### config.mk
export PLATFORM = sky130hd
export DESIGN_NAME = bitmap_extent_allocator
export DESIGN_NICKNAME = d
export VERILOG_FILES = /design/src/hw/rtl/bea_pkg.sv /design/src/hw/rtl/bea_map_mem.sv /design/src/hw/rtl/bea_word_scan.sv /design/src/hw/rtl/bitmap_extent_allocator.sv
export SDC_FILE = /design/constraint.sdc
export NUM_CORES = 2
export LEC_CHECK = 0
export BUFFER_PORTS_ARGS = -buffer_cell sky130_fd_sc_hd__buf_2
export CORE_MARGIN = 3
export CORE_UTILIZATION = 53
export CTS_CLUSTER_DIAMETER = 80
export DETAILED_ROUTE_END_ITERATION = 12
export PLACE_DENSITY_LB_ADDON = 0.15
export SLEW_MARGIN = 20
export SYNTH_ARGS = -nofsm -noshare
export SYNTH_HDL_FRONTEND = slang
export SYNTH_SLANG_ARGS = --single-unit
### constraint.sdc
create_clock -name clk -period 7.9 [get_ports clk]
set_input_delay 0.79 -clock clk [delete_from_list [all_inputs] [get_ports clk]]
set_output_delay 0.79 -clock clk [all_outputs]
set_load 0.02 [all_outputs]
### src/hw/rtl/bea_pkg.sv
// Shared types and constants of the bitmap extent allocator.
`timescale 1ns / 1ps
`default_nettype none

package bea_pkg;

  localparam int WORD_W  = 32;
  localparam int WORD_LW = 5;

  localparam logic [1:0] KIND_ALLOC   = 2'd0;
  localparam logic [1:0] KIND_FREE    = 2'd1;
  localparam logic [1:0] KIND_RESERVE = 2'd2;

  typedef enum logic [2:0] {
    ST_CLEAR,
    ST_IDLE,
    ST_SCAN,
    ST_MARK_RD,
    ST_MARK_WR,
    ST_DONE
  } state_t;

  typedef struct packed {
    logic               hit;
    logic [WORD_LW-1:0] pos;
  } scan_res_t;

endpackage

`default_nettype wire

### src/hw/rtl/bea_map_mem.sv
// Word-wide used map storage with one write port and one registered read port.
`timescale 1ns / 1ps
`default_nettype none

module bea_map_mem
  import bea_pkg::*;
#(
  parameter int DEPTH = 32,
  parameter int AW    = 5
) (
  input  wire logic              clk,
  input  wire logic              rd_en,
  input  wire logic [AW-1:0]     rd_addr,
  output logic      [WORD_W-1:0] rd_data,
  input  wire logic              wr_en,
  input  wire logic [AW-1:0]     wr_addr,
  input  wire logic [WORD_W-1:0] wr_data
);

  logic [WORD_W-1:0] mem [DEPTH];

  always_ff @(posedge clk) begin
    if (wr_en) begin
      mem[wr_addr] <= wr_data;
    end
  end

  always_ff @(posedge clk) begin
    if (rd_en) begin
      rd_data <= mem[rd_addr];
    end
  end

endmodule

`default_nettype wire

### src/hw/rtl/bea_word_scan.sv
// Free-run search over one map word, continuing the run carried in from lower words.
`timescale 1ns / 1ps
`default_nettype none

module bea_word_scan
  import bea_pkg::*;
#(
  parameter int CW = 12
) (
  input  wire logic [WORD_W-1:0] word,
  input  wire logic [CW-1:0]     run_in,
  input  wire logic [CW-1:0]     len,
  output scan_res_t              res,
  output logic      [CW-1:0]     run_out
);

  logic [WORD_W-1:0]  v;
  logic [WORD_W-1:0]  v_n;
  logic [WORD_LW-1:0] idx   [WORD_W];
  logic [WORD_LW-1:0] idx_n [WORD_W];
  logic [CW-1:0]      run_end [WORD_W];
  logic [WORD_W-1:0]  hit;

  // Parallel prefix: for each bit, the position of the nearest used bit at or below it.
  always_comb begin
    v = word;
    for (int j = 0; j < WORD_W; j++) begin
      idx[j] = WORD_LW'(j);
    end
    for (int l = 0; l < WORD_LW; l++) begin
      v_n = v;
      for (int j = 0; j < WORD_W; j++) begin
        idx_n[j] = idx[j];
        if (!v[j] && j >= (1 << l)) begin
          v_n[j]   = v[j - (1 << l)];
          idx_n[j] = idx[j - (1 << l)];
        end
      end
      v = v_n;
      for (int j = 0; j < WORD_W; j++) begin
        idx[j] = idx_n[j];
      end
    end
  end

  always_comb begin
    for (int j = 0; j < WORD_W; j++) begin
      if (v[j]) begin
        run_end[j] = CW'(WORD_LW'(j) - idx[j]);
      end else begin
        run_end[j] = run_in + CW'(j) + CW'(1);
      end
      hit[j] = (run_end[j] >= len);
    end
  end

  always_comb begin
    res.hit = |hit;
    res.pos = '0;
    for (int j = WORD_W - 1; j >= 0; j--) begin
      if (hit[j]) begin
        res.pos = WORD_LW'(j);
      end
    end
    if (v[WORD_W-1]) begin
      run_out = CW'(WORD_LW'(WORD_W - 1) - idx[WORD_W-1]);
    end else begin
      run_out = run_in + CW'(WORD_W);
    end
  end

endmodule

`default_nettype wire

### src/hw/rtl/bitmap_extent_allocator.sv
// First-fit contiguous bitmap allocator: top level with control sequencer.
//
// A request transaction (kind, first_block, count) is taken on req_valid with
// req_stall low; exactly one response transaction (status, granted_block)
// follows on rsp_valid, taken when rsp_stall is low. One request is in work
// at a time. The used map sits in a memory of 32-bit words, POOL_BLOCKS/32
// words deep (rounded up), read one word per cycle.
// Allocate scans words from the bottom, one word per cycle, until the run is
// found, then marks the run with a read-modify-write of each word it touches,
// one word per cycle after the registered read of the first word. Free and
// reserve take the same marking pass only. The response is registered from
// the done state once the response register is free.
// The response register frees the request side: a new request is taken
// while an earlier response still waits under rsp_stall, but its own result
// waits until that register is empty.
// After reset the map is cleared by a pass that writes every word, during
// which req_stall stays high.
`timescale 1ns / 1ps
`default_nettype none

module bitmap_extent_allocator
  import bea_pkg::*;
#(
  parameter int POOL_BLOCKS = 1024
) (
  input  wire logic       clk,
  input  wire logic       rst,
  input  wire logic       req_valid,
  output logic            req_stall,
  input  wire logic [1:0] kind,
  input  wire logic [9:0] first_block,
  input  wire logic [10:0] count,
  output logic            rsp_valid,
  input  wire logic       rsp_stall,
  output logic            status,
  output logic [9:0]      granted_block
);

  localparam int LOG       = $clog2(POOL_BLOCKS);
  localparam int IW        = (LOG + 2 > 12) ? LOG + 2 : 12;
  localparam int NUM_WORDS = (POOL_BLOCKS + WORD_W - 1) / WORD_W;
  localparam int WAW       = (NUM_WORDS > 1) ? $clog2(NUM_WORDS) : 1;
  localparam int TAIL      = POOL_BLOCKS - (NUM_WORDS - 1) * WORD_W;
  localparam logic [WAW-1:0]    LAST_WORD = WAW'(NUM_WORDS - 1);
  localparam logic [IW-1:0]     NB        = IW'(POOL_BLOCKS);
  localparam logic [WORD_W-1:0] TAIL_FREE = {WORD_W{1'b1}} >> (WORD_W - TAIL);

  state_t state;
  state_t state_next;

  logic [WAW-1:0] w;
  logic [IW-1:0]  run;
  logic [IW-1:0]  len;
  logic [IW-1:0]  mk_start;
  logic [IW-1:0]  mk_last;
  logic           mk_set;
  logic           res_status;
  logic [9:0]     res_granted;

  logic              rd_en;
  logic [WAW-1:0]    rd_addr;
  logic [WORD_W-1:0] rd_data;
  logic              wr_en;
  logic [WAW-1:0]    wr_addr;
  logic [WORD_W-1:0] wr_data;

  logic              accept;
  logic              rsp_free;
  logic [IW-1:0]     req_cnt;
  logic [IW-1:0]     req_first;
  logic [IW-1:0]     req_end;
  logic [IW-1:0]     req_last;
  logic [WORD_W-1:0] scan_word;
  scan_res_t         scan_res;
  logic [IW-1:0]     scan_run_out;
  logic [IW-1:0]     hit_pos;
  logic [IW-1:0]     hit_start;
  logic [WAW-1:0]    start_word;
  logic [WAW-1:0]    last_word;
  logic [WORD_LW-1:0] lo_bit;
  logic [WORD_LW-1:0] hi_bit;
  logic [WORD_W-1:0] run_mask;

  bea_map_mem #(
    .DEPTH(NUM_WORDS),
    .AW   (WAW)
  ) u_mem (
    .clk    (clk),
    .rd_en  (rd_en),
    .rd_addr(rd_addr),
    .rd_data(rd_data),
    .wr_en  (wr_en),
    .wr_addr(wr_addr),
    .wr_data(wr_data)
  );

  // Padding bits beyond the pool end in the top word count as used.
  assign scan_word = rd_data | ((w == LAST_WORD) ? ~TAIL_FREE : '0);

  bea_word_scan #(
    .CW(IW)
  ) u_scan (
    .word   (scan_word),
    .run_in (run),
    .len    (len),
    .res    (scan_res),
    .run_out(scan_run_out)
  );

  assign req_stall = (state != ST_IDLE);
  assign accept    = req_valid && !req_stall;
  assign rsp_free  = !rsp_valid || !rsp_stall;

  assign req_cnt   = IW'(count);
  assign req_first = IW'(first_block);
  assign req_end   = req_first + req_cnt;
  assign req_last  = ((req_end > NB) ? NB : req_end) - IW'(1);

  assign hit_pos   = IW'({w, scan_res.pos});
  assign hit_start = hit_pos + IW'(1) - len;

  assign start_word = mk_start[WAW+WORD_LW-1:WORD_LW];
  assign last_word  = mk_last[WAW+WORD_LW-1:WORD_LW];
  assign lo_bit     = (w == start_word) ? mk_start[WORD_LW-1:0] : '0;
  assign hi_bit     = (w == last_word) ? mk_last[WORD_LW-1:0] : WORD_LW'(WORD_W - 1);
  assign run_mask   = ({WORD_W{1'b1}} << lo_bit)
                    & ({WORD_W{1'b1}} >> (WORD_LW'(WORD_W - 1) - hi_bit));

  always_ff @(posedge clk) begin
    if (rst) begin
      state <= ST_CLEAR;
    end else begin
      state <= state_next;
    end
  end

  always_comb begin
    state_next = state;
    rd_en      = 1'b0;
    rd_addr    = w + WAW'(1);
    wr_en      = 1'b0;
    wr_addr    = w;
    wr_data    = '0;
    case (state)
      ST_CLEAR: begin
        wr_en = 1'b1;
        if (w == LAST_WORD) begin
          state_next = ST_IDLE;
        end
      end
      ST_IDLE: begin
        if (accept) begin
          state_next = ST_DONE;
          case (kind)
            KIND_ALLOC: begin
              if (req_cnt != '0 && req_cnt <= NB) begin
                state_next = ST_SCAN;
                rd_en      = 1'b1;
                rd_addr    = '0;
              end
            end
            KIND_FREE, KIND_RESERVE: begin
              if (req_cnt != '0 && req_first < NB) begin
                state_next = ST_MARK_RD;
              end
            end
            default: state_next = ST_DONE;
          endcase
        end
      end
      ST_SCAN: begin
        if (scan_res.hit) begin
          state_next = ST_MARK_RD;
        end else if (w == LAST_WORD) begin
          state_next = ST_DONE;
        end else begin
          rd_en = 1'b1;
        end
      end
      ST_MARK_RD: begin
        rd_en      = 1'b1;
        rd_addr    = start_word;
        state_next = ST_MARK_WR;
      end
      ST_MARK_WR: begin
        wr_en   = 1'b1;
        wr_data = mk_set ? (rd_data | run_mask) : (rd_data & ~run_mask);
        if (w == last_word) begin
          state_next = ST_DONE;
        end else begin
          rd_en = 1'b1;
        end
      end
      ST_DONE: begin
        if (rsp_free) begin
          state_next = ST_IDLE;
        end
      end
      default: state_next = ST_IDLE;
    endcase
  end

  always_ff @(posedge clk) begin
    if (rst) begin
      w <= '0;
    end else begin
      case (state)
        ST_CLEAR: w <= w + WAW'(1);
        ST_SCAN, ST_MARK_WR: begin
          if (rd_en) begin
            w <= w + WAW'(1);
          end
        end
        ST_MARK_RD: w <= start_word;
        ST_IDLE: begin
          if (accept) begin
            w <= '0;
          end
        end
        default: w <= w;
      endcase
    end
  end

  always_ff @(posedge clk) begin
    case (state)
      ST_IDLE: begin
        if (accept) begin
          run         <= '0;
          len         <= req_cnt;
          mk_start    <= req_first;
          mk_last     <= req_last;
          mk_set      <= (kind != KIND_FREE);
          res_granted <= '0;
          res_status  <= (kind == KIND_ALLOC) && (req_cnt > NB);
        end
      end
      ST_SCAN: begin
        run <= scan_run_out;
        if (scan_res.hit) begin
          mk_start    <= hit_start;
          mk_last     <= hit_pos;
          res_granted <= hit_start[9:0];
        end else if (w == LAST_WORD) begin
          res_status <= 1'b1;
        end
      end
      default: begin
      end
    endcase
  end

  always_ff @(posedge clk) begin
    if (rst) begin
      rsp_valid <= 1'b0;
    end else if (state == ST_DONE && rsp_free) begin
      rsp_valid <= 1'b1;
    end else if (!rsp_stall) begin
      rsp_valid <= 1'b0;
    end
  end

  always_ff @(posedge clk) begin
    if (state == ST_DONE && rsp_free) begin
      status        <= res_status;
      granted_block <= res_granted;
    end
  end

  // The marking pass never reads the word it is writing back.
  assert property (@(posedge clk) disable iff (rst)
    (rd_en && wr_en) |-> (rd_addr != wr_addr))
    else $error("map read and write hit the same word");

  // The carried free run stays short of the request, or the scan would have stopped.
  assert property (@(posedge clk) disable iff (rst)
    (state == ST_SCAN) |-> (run < len))
    else $error("carried free run reached the requested length");

  // Every word written during marking lies inside the run.
  assert property (@(posedge clk) disable iff (rst)
    (state == ST_MARK_WR) |-> (w >= start_word && w <= last_word && mk_last < NB
                               && mk_start <= mk_last))
    else $error("marking outside the run or the pool");

  // A response only appears when a request has finished its work.
  assert property (@(posedge clk) disable iff (rst)
    $rose(rsp_valid) |-> ($past(state) == ST_DONE))
    else $error("response without a finished request");

  // No request is taken while the map is still being cleared.
  assert property (@(posedge clk) disable iff (rst)
    (state == ST_CLEAR) |=> !$past(accept))
    else $error("request taken during the clearing pass");

endmodule

`default_nettype wire

==> flow_metrics.env <==
export IMPL_clock_sinks=1131
export IMPL_port_buffers=39
export IMPL_rows=126
export IMPL_p_leak_uw=0.0271
export IMPL_track_usage_pct=36.9
export IMPL_regToRegSetupSlack_ns=0.34
export IMPL_crit_fanout=10
export IMPL_core_area_um2=118000
export IMPL_worstReg2RegEnd="mk_start[9]"
export IMPL_grt_max_degree=137
export IMPL_relSlewSlack_pct=16.6
export IMPL_synth_ff_type="edfxtp_1"
export IMPL_p_per_area_nw_per_um2=187
export IMPL_dp_hpwl_um=150000
export IMPL_ant_nets=0
export IMPL_critPathArrivalTime_ns=8.06
export IMPL_status="finished clean"
export IMPL_fin_crit_ns=7.56
export IMPL_place_congestion=1.05
export IMPL_clock_skew_ns=0.0733
export IMPL_tightest_slew_ns=1.25
export IMPL_clk_pin_slew_worst_paths_ns=0.07
export IMPL_fillCellCount=9813
export IMPL_synth_edf_count=1122
export IMPL_start_kind="flip-flop"
export IMPL_vias=51000
export IMPL_r2r_start="u_mem.rd_data[6]"
export IMPL_initial_core_util_pct=53.5
export IMPL_antenna_cells=0
export IMPL_grt_remaining_overflow=0
export IMPL_postCtsSetupBuffers=0
export IMPL_yosysWarnings=0
export IMPL_ir_worst_vdd_mv=0.195
export IMPL_setup_viol=0
export IMPL_finish_utilization_pct=59.9
export IMPL_antenna_found_initial=6
export IMPL_endpoint_kind="flip-flop"
export IMPL_drtPass1Iterations=8
export IMPL_crit_path_max_incr_delay_ns=0.77
export IMPL_die_w_um=352
export IMPL_hold_violations=0
export IMPL_cp_required_ns=8.40
export IMPL_synthCells=6090
export IMPL_rsz0062_at_grt="no"
export IMPL_cts_buffers=112
export IMPL_yosysTopAreaCell="edfxtp_1"
export IMPL_whs_path_depth=1
export IMPL_synth_seq_area_share_pct=53.5
export IMPL_drc=0
export IMPL_die_area_um2=124000
export IMPL_holdCritPathClass="in2reg"
export IMPL_fp_dieH_um=352
export IMPL_p_switching_uw=3320
export IMPL_setup_tns_ns=0
export IMPL_ys_types=104
export IMPL_syn_area_per_cell_um2=10.4
export IMPL_synth_seq_cells=1131
export IMPL_yosys_area_top_type_share_pct=53.2
export IMPL_p_seq_share_pct=49.8
export IMPL_cts_buffer_depth=3
export IMPL_synth_async_reset_ratio_pct=0
export IMPL_drive_gt1_share_pct=11.3
export IMPL_cap_violations=0
export IMPL_finalCritPeriodShare_pct=95.7
export IMPL_slew_viol_final=0
export IMPL_p_total_uw=13300
export IMPL_power_frac_clock_pct=38.3
export IMPL_cts_tree="built"
export IMPL_htreeDepth=3
export IMPL_register_area_um2=33900
export IMPL_multi_input_area_um2=27900
export IMPL_p_int_uw=9960
export IMPL_grt_pass1_wl_um=331000
export IMPL_worstRegToRegCells=30
export IMPL_swShare_pct=25.0
export IMPL_synth_area_leaders="edfxtp_1 (53%), ha_1 (8.6%), nand2_1 (7.4%)"
export IMPL_critical_path_class="reg2reg"
export IMPL_wl_um=231000
export IMPL_netlist_area_um2=63300
export IMPL_final_nets=6710
export IMPL_routedWlPerCell_um=29.3
export IMPL_drt_iter0_markers=5943
export IMPL_grt_pass1_vias=48100
export IMPL_syn_nets=6554
export IMPL_hp_start="count[9]"
export IMPL_fmax_mhz=132
export IMPL_vias_per_cell=6.49
export IMPL_clock_latency_ns=0.74
export IMPL_area_delta_synth_final_pct=11.9
export IMPL_critPathSlowestCell="or4_1"
export IMPL_hold_end="len[9]"
export IMPL_path_common_cell="a21oi_1"
export IMPL_ios=40
export IMPL_root_buffer="clkbuf_16"
export IMPL_combPwrFrac_pct=11.9
## worst max-delay path, delay by kind of cell (launching register included)
kind	cells	cell delay, ns
fa+ha+maj	4	1.11
compound gates	14	2.93
flops	1	0.48
simple gates	10	2.47
xor+xnor	1	0.17
buf+inv	1	0.23
## cell usage in the layout (no fill, tap or decap), drive strengths merged, types with 21 or more instances in the layout
| cell | netlist | final |
|---|---|---|
| xor2 | 102 | 102 |
| nand3 | 84 | 84 |
| nand2b | 46 | 46 |
| o22ai | 139 | 139 |
| a21oi | 303 | 303 |
| o21a | 35 | 35 |
| clkbuf | 240 | 142 |
| and3 | 277 | 277 |
| mux2i | 37 | 37 |
| ha | 435 | 435 |
| a21o | 75 | 75 |
| or4 | 27 | 27 |
| nor2 | 449 | 449 |
| xnor2 | 132 | 132 |
| and2 | 21 | 21 |
| nand2 | 1254 | 1254 |
| clkinv | 1 | 50 |
| or2 | 23 | 23 |
| inv | 101 | 104 |
| or3 | 68 | 68 |
| buf | 131 | 413 |
| nor3 | 70 | 70 |
| a31oi | 299 | 299 |
| edfxtp | 1122 | 1122 |
| o211ai | 23 | 23 |
| nor4 | 77 | 77 |
| a211oi | 51 | 51 |
| o21ai | 218 | 218 |
## final cells by class
cell class,instances,area share [%]
multi-input cells,4486,39.4
flip-flops and latches,1131,47.8
clock inverters,59,0.758
clock buffers,142,4.17
inverters,102,0.540
well taps,1536,2.71
repair buffers,413,4.57
## how the worst max path moves through the flow
stage | start | to | cells after the start
after floorplan | run[4] | u_mem.rd_data[0] | 20
after global placement | u_mem.rd_data[6] | mk_start[9] | 30
after detailed placement | u_mem.rd_data[6] | mk_start[9] | 30
after CTS | u_mem.rd_data[6] | mk_start[9] | 30
after global routing | u_mem.rd_data[4] | mk_start[9] | 36
final | u_mem.rd_data[6] | mk_start[9] | 30
## synthesized netlist by cell type (50+ instances only)
library cell     n
ha_1           435
a211oi_1        50
o21ai_0        215
or3_1           68
nor4_1          66
a21oi_1        301
clkbuf_1       240
nand2_1       1253
xnor2_1        132
buf_2           74
xor2_1         102
o22ai_1        139
inv_1          100
nand3_1         81
and3_1         277
edfxtp_1      1122
nor3_1          67
a31oi_1        299
nor2_1         446
a21o_1          75
## per-stage QoR
stage	std cells	hold slack, ns	cell area, um^2	setup WS, ns
final	7869	0.276	70900	0.342
after global routing	7869	0.248	70900	0.000414
after CTS	7869	0.213	70800	0.304
after floorplan	6090	0.400	63300	0.779
after detailed placement	7668	0.406	67300	0.266
after global placement	7668	0.400	67200	0.266
## flip-flops by register name, indices dropped and copies added (netlist names)
| signal | cells |
|---|---|
| mk_set | 1 |
| rsp_valid | 1 |
| res_granted | 10 |
| granted_block | 10 |
| mk_last | 10 |
| w | 5 |
| mk_start | 10 |
| u_mem.rd_data | 32 |
| len | 11 |
| state | 3 |
| run | 12 |
| res_status | 1 |
| u_mem.mem | 1024 |
| status | 1 |
## power groups by stage
stage / Sequential, uW / Combinational [uW] / Clock (uW)
floorplan: 6730 / 1110 / 0
global placement: 6730 / 1530 / 0
detailed placement: 6740 / 1560 / 0
CTS: 6610 / 1570 / 5140
global route: 6610 / 1730 / 5380
finish: 6610 / 1580 / 5090
## logic make-up after synthesis
logic type | count (synthesis) | share of synthesized area [%]
and+or+nand+nor | 2463 | 17.7
AOI/OAI and AO/OA | 1309 | 13.0
muxes | 42 | 0.674
buffers and inverters | 473 | 3.21
xor gates and xnor gates | 234 | 3.24
adders and majority gates | 438 | 8.68
DFF | 1131 | 53.5
## what timing repair did
item | 4_1_cts | 5_1_grt
resized for setup | 0 | 6
hold buffers | 0 | 0
endpoints found under the setup margin | 0 | 2
## routing by layer
layer	part of all wire [%]	wire length (um)	vias up	GRT usage, %
met5	0.017	40	-	0
met4	6.9	16000	6	22.7
met3	8.8	20400	688	5.71
met2	46	105000	2744	58.2
met1	39	88900	24800	48.0
li1	-	-	22800	-
No activity file was read; power rests on OpenSTA's default activity.
